[src/rtl/core/vrot_pkg.sv]
// Shared types and constants for the vertex rotation block.
// No dependencies; imported by vrot_trig, vrot_pipe and axis_vertex_rotation.
package vrot_pkg;

  localparam int COORD_BITS_DEF = 16;
  localparam int ANGLE_BITS_DEF = 16;

  // Q1.14 sine/cosine
  localparam int TRIG_BITS = 16;
  localparam int TRIG_FRAC = 14;

  // quarter-wave polynomial
  localparam logic [14:0] QS_ONE = 15'd16384;
  localparam logic [11:0] QS_K2  = 12'd2320;
  localparam logic [14:0] QS_K1  = 15'd21024;
  localparam logic [15:0] QS_K3  = 16'd51472;

  typedef enum logic [1:0] {
    AXIS_X    = 2'd0,
    AXIS_Y    = 2'd1,
    AXIS_Z    = 2'd2,
    AXIS_NONE = 2'd3
  } axis_t;

  typedef enum logic [1:0] {
    QUAD_0 = 2'd0,
    QUAD_1 = 2'd1,
    QUAD_2 = 2'd2,
    QUAD_3 = 2'd3
  } quad_t;

  typedef enum logic {
    REG_ANGLE = 1'b0,
    REG_AXIS  = 1'b1
  } reg_idx_t;

  typedef struct packed {
    logic                        busy;
    logic signed [TRIG_BITS-1:0] cos_v;
    logic signed [TRIG_BITS-1:0] sin_v;
  } trig_t;

endpackage

[src/rtl/core/vrot_trig.sv]
// Sine/cosine unit: four-stage pipelined quarter-wave polynomial, two lanes.
// Depends on vrot_pkg.
module vrot_trig #(
  parameter int ANGLE_BITS = vrot_pkg::ANGLE_BITS_DEF
) (
  input  logic                  clk,
  input  logic                  rst_n,
  input  logic                  start,
  input  logic [ANGLE_BITS-1:0] angle,
  output vrot_pkg::trig_t       trig
);
  import vrot_pkg::*;

  logic [15:0] a16;

  generate
    if (ANGLE_BITS >= 16) begin : g_down
      assign a16 = angle[ANGLE_BITS-1 -: 16];
    end else begin : g_up
      assign a16 = {angle, {(16-ANGLE_BITS){1'b0}}};
    end
  endgenerate

  // lane 0: phase r, lane 1: complement 16384 - r
  logic        v0_r, v1_r, v2_r, v3_r;
  quad_t       q0_r, q1_r, q2_r, q3_r;
  logic [14:0] z0_r [2];
  logic [14:0] z1_r [2];
  logic [14:0] z2_r [2];
  logic [14:0] z3_r [2];
  logic [14:0] sq1_r [2];
  logic [14:0] sq2_r [2];
  logic [14:0] t2_r [2];
  logic [15:0] t3_r [2];

  logic [29:0] m1 [2];
  logic [25:0] m2 [2];
  logic [28:0] m3 [2];
  logic [29:0] m4 [2];
  logic signed [TRIG_BITS-1:0] s_val [2];

  logic signed [TRIG_BITS-1:0] sin_r, sin_nxt;
  logic signed [TRIG_BITS-1:0] cos_r, cos_nxt;

  always_comb begin
    for (int i = 0; i < 2; i++) begin
      m1[i] = 30'(z0_r[i]) * 30'(z0_r[i]);
      m2[i] = 26'(QS_K2) * 26'(sq1_r[i]);
      m3[i] = 29'(t2_r[i]) * 29'(sq2_r[i]);
      m4[i] = 30'(z3_r[i]) * 30'(t3_r[i]);
      s_val[i] = signed'({1'b0, m4[i][29:15]});
    end
  end

  always_comb begin
    sin_nxt = sin_r;
    cos_nxt = cos_r;
    if (v3_r) begin
      case (q3_r)
        QUAD_0: begin
          sin_nxt = s_val[0];
          cos_nxt = s_val[1];
        end
        QUAD_1: begin
          sin_nxt = s_val[1];
          cos_nxt = -s_val[0];
        end
        QUAD_2: begin
          sin_nxt = -s_val[0];
          cos_nxt = -s_val[1];
        end
        default: begin
          sin_nxt = -s_val[1];
          cos_nxt = s_val[0];
        end
      endcase
    end
  end

  always_ff @(posedge clk) begin
    if (!rst_n) begin
      v0_r  <= 1'b0;
      v1_r  <= 1'b0;
      v2_r  <= 1'b0;
      v3_r  <= 1'b0;
      sin_r <= '0;
      cos_r <= signed'({1'b0, QS_ONE});
    end else begin
      v0_r  <= start;
      v1_r  <= v0_r;
      v2_r  <= v1_r;
      v3_r  <= v2_r;
      sin_r <= sin_nxt;
      cos_r <= cos_nxt;
    end
  end

  always_ff @(posedge clk) begin
    q0_r    <= quad_t'(a16[15:14]);
    z0_r[0] <= {1'b0, a16[13:0]};
    z0_r[1] <= QS_ONE - {1'b0, a16[13:0]};
    q1_r    <= q0_r;
    q2_r    <= q1_r;
    q3_r    <= q2_r;
    for (int i = 0; i < 2; i++) begin
      z1_r[i]  <= z0_r[i];
      sq1_r[i] <= m1[i][28:14];
      z2_r[i]  <= z1_r[i];
      sq2_r[i] <= sq1_r[i];
      t2_r[i]  <= QS_K1 - {3'b0, m2[i][25:14]};
      z3_r[i]  <= z2_r[i];
      t3_r[i]  <= QS_K3 - {1'b0, m3[i][28:14]};
    end
  end

  assign trig.busy  = v0_r | v1_r | v2_r | v3_r;
  assign trig.sin_v = sin_r;
  assign trig.cos_v = cos_r;

endmodule

[config.mk]
export PLATFORM = sky130hd
export DESIGN_NAME = vrot_trig
export DESIGN_NICKNAME = d
export VERILOG_FILES = /design/src/rtl/core/vrot_pkg.sv /design/src/rtl/core/vrot_trig.sv
export SDC_FILE = /design/constraint.sdc
export NUM_CORES = 2
export LEC_CHECK = 0
export ABC_AREA = 1
export CAP_MARGIN = 20
export CORE_AREA = 2 2 369 334
export CTS_CLUSTER_DIAMETER = 120
export DETAILED_ROUTE_END_ITERATION = 10
export DIE_AREA = 0 0 371 336
export DONT_BUFFER_PORTS = 1
export PLACE_DENSITY = 0.62
export SKIP_LAST_GASP = 1
export SLEW_MARGIN = 20
export SYNTH_ARGS = -nofsm -noshare
export SYNTH_HDL_FRONTEND = slang
export SYNTH_SLANG_ARGS = --single-unit
export TNS_END_PERCENT = 30
[constraint.sdc]
create_clock -name clk -period 11.2 [get_ports clk]
set_clock_uncertainty 0.2 [all_clocks]
set_input_delay 0 -clock clk [delete_from_list [all_inputs] [get_ports clk]]
set_output_delay 0 -clock clk [all_outputs]
set_load 0.01 [all_outputs]
==> qor.txt <==
Syn Std Cell Area: 0.0540 mm²
crit path buf inv count: 4
Final Hold Viols: 0
DRT Wirelength: 124000 µm
vias in the first global route: 43700
kind of critical path: flop to flop
drt via density: 4.84
DRT iter0 DRCs: 2408
Net Count, Synth: 8691
Root Buffer Master: clkbuf_16
most common library cell in the layout ignoring fill and taps: inv_1
synth-to-layout area growth: 5.71%
post-layout min period: 7120 ps
Die X: 371 µm
Num CTS Buffers: 36
most frequent CP cell: nand2_1
diode count: 0
RSZ-0062 raised after global routing: false
Max Slew Vio Count: 0
slowest CP cell: dfxtp_1
HP Class: primary input to flop
Synth Flop Type: dfxtp_1
CP Launch Type: flop
synthesized instance count: 7099
die area: 0.125 mm²
Slew headroom: 0.339
die height: 336 µm
placed wire-length estimate: 104000 µm
status: completed
Yosys top cell area share: 0.339
commonest cells after routing, fill and taps aside: inv_1, nand2_1, fa_1
clk sinks: 274
Async SR Flop Fraction: 0
vias after detailed routing: 41700
wire per inst: 14.4 µm
antenna-violating nets left: 0
num ports: 52
fin crit share: 0.636
Worst path max stage delay: 840 ps
Final Wtd Congestion: 0.922
num rows: 121
cell family with most CP delay: adder cells
htree depth: 2
number of flops mapped to enable cells by yosys: 0
core area: 0.121 mm²
Cell variety after synth: 54
Synth area leaders: fa_1, ha_1, inv_1
Syn. warnings: 0
Worst-path clk slew: 60 ps
pin count of the biggest net entering global routing: 34
GRT Total Usage: 0.210
# Post-CTS Setup Buffers: 0
crit-path max FO: 16
Yosys reg bits: 274
CTS tree: yes
pin slew with the least headroom to its limit: 990 ps
Max Fclk: 140 MHz
cell taking the most area after synthesis: fa_1
# DRC: 0
IO Port Bufs: 0
critical path required time: 11420 ps
Seq/Total Area, Yosys: 0.102
clk_lat worst skew: 610 ps
Final nets: 8584
Critical Path AT: 7340 ps
Syn Area/Cell: 7.61 µm²
Setup crit end kind: flop
Max-Cap Viols: 0
setup_tns: 0 ps
CTS max path bufs: 3
antenna violations before repair: 1
share of cells above drive strength 1: 0.0182
Setup violations, final: 0
gr ovfl total: 0
Initial Util: 0.448
Pre-antenna DRT Iters: 5
first-pass GRT wire length: 216000 µm
cell usage after synthesis (9+ instances only):
cell type / number
nand2_2: 14
inv_1: 2066
o21ai_1: 10
nand2_1: 1816
clkbuf_1: 192
nor2_1: 231
a21o_1: 15
a31oi_1: 10
ha_1: 658
dfxtp_1: 274
o21ai_0: 120
nor4_1: 9
nand3_1: 187
xor2_1: 98
nor3_1: 41
a21oi_1: 208
xnor2_1: 57
nand3b_1: 12
o211ai_1: 11
fa_1: 915
o21bai_1: 19
nand4_1: 52
a221oi_1: 10
area by class of cell:
type / instances / area, µm²
clock buffers: 41 / 971
clock inverters: 25 / 382
fillers: 12000 / 63500
inverters: 2075 / 7790
multi-input cells: 4555 / 40000
flip-flops and latches: 274 / 5490
well taps: 1599 / 2000
repair buffers: 50 / 465
per-stage QoR:
step / setup slack, ps / hold slack, ps / utilization / instances / area (µm²)
5_1_grt: 3610 / 41.8 / 0.473 / 8619 / 57100
3_5_place_dp: 4150 / -172 / 0.459 / 8517 / 55400
6_report: 4080 / 41.5 / 0.473 / 8619 / 57100
3_3_place_gp: 4150 / -172 / 0.459 / 8517 / 55400
2_1_floorplan: 4630 / -172 / - / 7099 / 54000
4_1_cts: 4130 / 11.8 / 0.473 / 8619 / 57100
routing by layer:
metal / GRT usage / share of wire / vias to the layer above
met5: 0 / 0 / -
met4: 0.0421 / 0.017 / 0
met3: 0.0207 / 0.050 / 133
met2: 0.343 / 0.45 / 915
met1: 0.303 / 0.48 / 20200
li1: - / - / 20500
repair_timing:
item                                   CTS  global route
gates resized for setup                  0             0
hold buffers                            36             0
endpoints found under the hold margin   66             0
path summary, 6_finish.rpt:
check / startpoint / to / slack [ps] / cells past startpoint
min reg2reg: z1_r[0][15] / z2_r[0][15] / 120 / 0
max: z3_r[0][9] / sin_r[14] / 4080 / 29
min: rst_n / v3_r / 40 / 3
max reg2reg: z3_r[0][9] / sin_r[14] / 4080 / 29
flip-flops by register name (all words and copies together) (netlist names), 16 cells and up:
signal and cells:
z3_r 28, z0_r 28, sin_r 16, t2_r 26, cos_r 16, sq2_r 30, z2_r 28, t3_r 32
z1_r 28, sq1_r 30
cell families (layout without fill, tap and decap cells):
| logic type | after synthesis | in the layout | share of synthesized area |
|---|---|---|---|
| buf+inv | 2270 | 2191 | 0.158 |
| fa+ha+maj | 1573 | 1573 | 0.491 |
| flops | 274 | 274 | 0.102 |
| xor+xnor | 158 | 158 | 0.0262 |
| compound gates | 435 | 435 | 0.0450 |
| simple gates | 2389 | 2389 | 0.178 |
tightest hold or removal path: stages:
cell and delay (ps):
dlygate4sd3_1 640, nand2_1 110, inv_1 30
Power is left out: the tool's default activity adds up to more than one toggle a clock period on the data nets, which glitch-free logic cannot reach.
