[src/rtl/core/vrot_pkg.sv]
// Shared types and constants for the vertex rotation block.
// No dependencies; imported by vrot_trig, vrot_pipe and axis_vertex_rotation.
package vrot_pkg;

  localparam int COORD_BITS_DEF = 16;
  localparam int ANGLE_BITS_DEF = 16;

  // Q1.14 sine/cosine
  localparam int TRIG_BITS = 16;
  localparam int TRIG_FRAC = 14;

  // quarter-wave polynomial
  localparam logic [14:0] QS_ONE = 15'd16384;
  localparam logic [11:0] QS_K2  = 12'd2320;
  localparam logic [14:0] QS_K1  = 15'd21024;
  localparam logic [15:0] QS_K3  = 16'd51472;

  typedef enum logic [1:0] {
    AXIS_X    = 2'd0,
    AXIS_Y    = 2'd1,
    AXIS_Z    = 2'd2,
    AXIS_NONE = 2'd3
  } axis_t;

  typedef enum logic [1:0] {
    QUAD_0 = 2'd0,
    QUAD_1 = 2'd1,
    QUAD_2 = 2'd2,
    QUAD_3 = 2'd3
  } quad_t;

  typedef enum logic {
    REG_ANGLE = 1'b0,
    REG_AXIS  = 1'b1
  } reg_idx_t;

  typedef struct packed {
    logic                        busy;
    logic signed [TRIG_BITS-1:0] cos_v;
    logic signed [TRIG_BITS-1:0] sin_v;
  } trig_t;

endpackage

[src/rtl/core/vrot_pipe.sv]
// Rotation datapath: operand select, multiply, add, round/saturate stages.
// Depends on vrot_pkg.
module vrot_pipe #(
  parameter int COORD_BITS = vrot_pkg::COORD_BITS_DEF
) (
  input  logic                         clk,
  input  logic                         rst_n,
  input  logic                         in_valid,
  output logic                         in_ready,
  input  logic signed [COORD_BITS-1:0] in_x,
  input  logic signed [COORD_BITS-1:0] in_y,
  input  logic signed [COORD_BITS-1:0] in_z,
  input  vrot_pkg::axis_t              axis,
  input  vrot_pkg::trig_t              trig,
  output logic                         out_valid,
  input  logic                         out_ready,
  output logic signed [COORD_BITS-1:0] out_x,
  output logic signed [COORD_BITS-1:0] out_y,
  output logic signed [COORD_BITS-1:0] out_z
);
  import vrot_pkg::*;

  localparam int PW = COORD_BITS + TRIG_BITS;
  localparam int SW = PW + 1;
  localparam int QW = SW - TRIG_FRAC;
  localparam logic signed [QW-1:0] QMAX =
    signed'({{(QW-COORD_BITS+1){1'b0}}, {(COORD_BITS-1){1'b1}}});
  localparam logic signed [QW-1:0] QMIN = ~QMAX;
  localparam logic signed [SW-1:0] HALF = SW'(1) <<< (TRIG_FRAC - 1);

  logic rdy1, rdy2, rdy3, rdy4;
  logic v1_r, v2_r, v3_r, vo_r;

  axis_t ax1_r, ax2_r, ax3_r;
  logic signed [COORD_BITS-1:0] x1_r, y1_r, z1_r, x2_r, y2_r, z2_r, x3_r, y3_r, z3_r;
  logic signed [COORD_BITS-1:0] a1_r, b1_r;
  logic signed [PW-1:0] ac_r, bs_r, as_r, bc_r;
  logic signed [SW-1:0] su_r, sv_r;
  logic signed [COORD_BITS-1:0] ox_r, oy_r, oz_r;
  logic signed [COORD_BITS-1:0] ox_nxt, oy_nxt, oz_nxt;

  logic signed [COORD_BITS-1:0] a_sel, b_sel;
  logic signed [QW-1:0] qu, qv;
  logic signed [COORD_BITS-1:0] nu, nv;

  assign rdy4     = !vo_r || out_ready;
  assign rdy3     = !v3_r || rdy4;
  assign rdy2     = !v2_r || rdy3;
  assign rdy1     = !v1_r || rdy2;
  assign in_ready = rdy1;

  // rotated pair: nu = a*c - b*s, nv = a*s + b*c
  always_comb begin
    case (axis)
      AXIS_X: begin
        a_sel = in_y;
        b_sel = in_z;
      end
      AXIS_Y: begin
        a_sel = in_z;
        b_sel = in_x;
      end
      default: begin
        a_sel = in_x;
        b_sel = in_y;
      end
    endcase
  end

  always_comb begin
    qu = QW'(su_r >>> TRIG_FRAC);
    qv = QW'(sv_r >>> TRIG_FRAC);
    if (qu > QMAX) begin
      nu = QMAX[COORD_BITS-1:0];
    end else if (qu < QMIN) begin
      nu = QMIN[COORD_BITS-1:0];
    end else begin
      nu = qu[COORD_BITS-1:0];
    end
    if (qv > QMAX) begin
      nv = QMAX[COORD_BITS-1:0];
    end else if (qv < QMIN) begin
      nv = QMIN[COORD_BITS-1:0];
    end else begin
      nv = qv[COORD_BITS-1:0];
    end
    ox_nxt = x3_r;
    oy_nxt = y3_r;
    oz_nxt = z3_r;
    case (ax3_r)
      AXIS_X: begin
        oy_nxt = nu;
        oz_nxt = nv;
      end
      AXIS_Y: begin
        oz_nxt = nu;
        ox_nxt = nv;
      end
      AXIS_Z: begin
        ox_nxt = nu;
        oy_nxt = nv;
      end
      default: begin
        ox_nxt = x3_r;
      end
    endcase
  end

  always_ff @(posedge clk) begin
    if (!rst_n) begin
      v1_r <= 1'b0;
      v2_r <= 1'b0;
      v3_r <= 1'b0;
      vo_r <= 1'b0;
    end else begin
      if (rdy1) begin
        v1_r <= in_valid;
      end
      if (rdy2) begin
        v2_r <= v1_r;
      end
      if (rdy3) begin
        v3_r <= v2_r;
      end
      if (rdy4) begin
        vo_r <= v3_r;
      end
    end
  end

  always_ff @(posedge clk) begin
    if (rdy1) begin
      ax1_r <= axis;
      x1_r  <= in_x;
      y1_r  <= in_y;
      z1_r  <= in_z;
      a1_r  <= a_sel;
      b1_r  <= b_sel;
    end
    if (rdy2) begin
      ax2_r <= ax1_r;
      x2_r  <= x1_r;
      y2_r  <= y1_r;
      z2_r  <= z1_r;
      ac_r  <= PW'(a1_r) * PW'(trig.cos_v);
      bs_r  <= PW'(b1_r) * PW'(trig.sin_v);
      as_r  <= PW'(a1_r) * PW'(trig.sin_v);
      bc_r  <= PW'(b1_r) * PW'(trig.cos_v);
    end
    if (rdy3) begin
      ax3_r <= ax2_r;
      x3_r  <= x2_r;
      y3_r  <= y2_r;
      z3_r  <= z2_r;
      su_r  <= SW'(ac_r) - SW'(bs_r) + HALF;
      sv_r  <= SW'(as_r) + SW'(bc_r) + HALF;
    end
    if (rdy4) begin
      ox_r <= ox_nxt;
      oy_r <= oy_nxt;
      oz_r <= oz_nxt;
    end
  end

  assign out_valid = vo_r;
  assign out_x     = ox_r;
  assign out_y     = oy_r;
  assign out_z     = oz_r;

endmodule

[config.mk]
export PLATFORM = sky130hd
export DESIGN_NAME = vrot_pipe
export DESIGN_NICKNAME = d
export VERILOG_FILES = /design/src/rtl/core/vrot_pkg.sv /design/src/rtl/core/vrot_pipe.sv
export SDC_FILE = /design/constraint.sdc
export NUM_CORES = 2
export LEC_CHECK = 0
export BUFFER_PORTS_ARGS = -buffer_cell sky130_fd_sc_hd__buf_2
export CORE_UTILIZATION = 40
export DETAILED_ROUTE_END_ITERATION = 12
export GPL_ROUTABILITY_DRIVEN = 0
export GPL_TIMING_DRIVEN = 0
export PLACE_DENSITY = 0.62
export SYNTH_ARGS = -nofsm -noshare
export SYNTH_HDL_FRONTEND = slang
export SYNTH_SLANG_ARGS = --single-unit
[constraint.sdc]
create_clock -name clk -period 10.95 [get_ports clk]
set_clock_uncertainty 0.05 [all_clocks]
set_input_delay 2.19 -clock clk [delete_from_list [all_inputs] [get_ports clk]]
set_output_delay 2.19 -clock clk [all_outputs]
set_load 0.02 [all_outputs]
==> qor.txt <==
Outcome -> finished clean
Wirelength per Cell -> 23.1 um
Num Clock Sinks -> 400
Slew HR -> 0.111
Commonest non-fill, non-tap cell in the layout -> inv_1
Post-Synthesis Cells -> 5,441
Share of cells above drive strength 1 -> 0.0400
Inst Count DP -> 7,443
Vias -> 39,600
Commonest cells after routing, fill and taps aside -> inv_1, fa_1, nand2_1
Worst Path Arrival -> 10,490 ps
Sequential fraction of the synthesis area -> 0.214
CTS H-tree depth -> 2
Final wirelength -> 174 mm
Synth Net Count -> 7,029
Vias per cell -> 5.25
WL met2 -> 76.5 mm
Cell mode on critical path -> fa_1
Top_reg_cell synth -> edfxtp_1
CTS tree -> done
First-pass GRT wire length -> 261 mm
Met3 WL -> 17.6 mm
Worst-Skew Late Latency -> 620 ps
Clk pin slew, worst setup/hold paths -> 60 ps
Asr flop ratio synth -> 0
Pins Over Slew Limit -> 0
P&R area growth vs syn -> 8.27%
Mapped Area -> 0.0560 mm^2
DRT iter0 DRCs -> 3,592
Crit-path cells -> buf_2 > inv_1 > clkbuf_1 > nor2_1 > fa_1 > fa_1 > fa_1 > fa_1 > fa_1 > inv_1 > fa_1 > inv_1 > ha_1 > nand3_1 > nor3_1 > o221ai_1 > a21oi_1 > nand4_1 > o211a_1 > o21ai_0 > nor4_1 > nor3_1
DR top layer -> met5
RSZ-0062 raised after global routing -> false
Die Y -> 376 um
Final Util -> 0.438
Ports -> 137
DRC Markers -> 0
Final hold vios -> 0
Number of global-route vias before repair -> 41,000
CTS buffer count -> 43
Worst Path Max Fanout -> 10
Final setup vio count -> 0
R2R setup slack -> 1600 ps
Synth Area per Inst -> 10.3 um^2
Cell Rows -> 136
Area share of fa/ha/maj cells after synthesis -> 0.476
Clock Path Buffers -> 3
Least-Margin Pin Slew -> 1320 ps
Cts hold-fix bufs -> 0
Critical path required time -> 11,120 ps
Fin nets -> 7,213
Initial antenna violation count -> 22
Synth Area in Compound Gates -> 0.0588
Post-route ant nets -> 0
Post-Synth Simple-Gate Area -> 0.124
Synth Area in XOR/XNOR -> 0.0263
Mux cell area share after synthesis -> 0.00572
Final non-filler cell total -> 7,529
PnR worst setup slack -> 622 ps
Hpwl dp -> 142 mm
Setup TNS -> 0 ps
Wire length on met1 -> 68.2 mm
Pre-CTS setup slack -> 181 ps
Unique masters post-synth -> 64
Largest family of logic cells by synthesized area -> adder cells
CP Launch Type -> primary input
Starting density of the core -> 0.405
GR Overflow Total -> 0
Min cycle time layout -> 10,330 ps
Largest net degree at the start of global routing -> 91
Final worst path period share -> 0.943
Worst Setup Path Type -> in -> reg
Core area -> 0.138 mm^2
Number of synthesized register bits -> 400
Syn. warnings -> 0
Crit-path max cell delay -> 1010 ps
CTS Root Buffer Type -> clkbuf_16
MaxCap Viol Count -> 0
1st-pass router iterations -> 6
Die ar. -> 0.141 mm^2
Tot GR Track Use -> 0.252
Number of synthesized flops with an enable pin -> 396
Slowest CP cell -> nor3_1
Number of port buffers -> 135
# Post-CTS Setup Buffers -> 0
Setup crit end kind -> flop
CTS resizes -> 0
Die X -> 376 um
Top achievable clock speed -> 0.0968 GHz
Hold WC Path Type -> reg -> reg
==> state kept, by name (all words and copies together), names as in the netlist, 19 cells and up <==
signal	cells
as_r	32
su_r	19
bc_r	32
bs_r	32
sv_r	19
ac_r	32
==> path summary, 6_finish.rpt <==
path,from,endpoint,cells after the start
worst min-delay path,z2_r[7]$_DFFE_PP_,z3_r[7]$_DFFE_PP_,0
worst min register to register,z2_r[7]$_DFFE_PP_,z3_r[7]$_DFFE_PP_,0
worst max-delay path,trig[15],as_r[31]$_DFFE_PP_,22
worst max register to register,a1_r[15]$_DFFE_PP_,as_r[31]$_DFFE_PP_,23
==> cell usage after synthesis (32+ instances only) <==
cell         n  area, um^2
inv_1     1191        4470
fa_1      1048       21000
nand2_1    628        2360
and2_1     500        3130
ha_1       453        5670
edfxtp_1   396       11900
clkbuf_1   220         826
nor2_1     145         544
xnor2_1    126        1100
a21oi_1    121         606
o21ai_0    104         521
a21o_1      51         383
a22oi_1     48         360
o21a_1      47         353
xor2_1      42         368
a211oi_1    34         255
mux2i_1     32         320
==> metal layers <==
layer,vias to the layer above,GRT usage
met5,-,0
met1,20100,0.330
met3,421,0.0589
met2,1945,0.384
li1,17100,-
met4,14,0.144
==> logic make-up after synthesis <==
kind of cell / Yosys count
XOR/XNOR: 168
AND/OR/NAND/NOR: 1425
adder cells (fa/ha/maj): 1501
flip-flops: 400
buffers and inverters: 1415
AO/OA/AOI/OAI: 500
multiplexers: 32
==> worst max-delay path: cells and delay by family <==
kind / cells / cell delay, ps
fa+ha+maj: 7 / 3320
simple gates: 6 / 2030
compound gates: 4 / 1580
buf+inv: 5 / 1370
==> through the flow <==
step	hold WS [ps]	cell area, um^2
6_report	353	60600
5_1_grt	367	60600
4_1_cts	350	60600
3_5_place_dp	355	59100
3_3_place_gp	350	59000
2_1_floorplan	350	56000
==> cell type report <==
cell class / instances / area (um^2)
Fill cell: 13300 / 77600
Multi-Input combinational cell: 3626 / 38700
Sequential cell: 400 / 12000
Inverter: 1192 / 4480
Tap cell: 1863 / 2330
Clock buffer: 57 / 1160
Buffer: 223 / 837
Timing Repair Buffer: 139 / 778
Clock inverter: 20 / 309
Antenna cell: 9 / 22.5
Power is left out: the tool's default activity adds up to more than one toggle a clock period on the data nets, which glitch-free logic cannot reach.
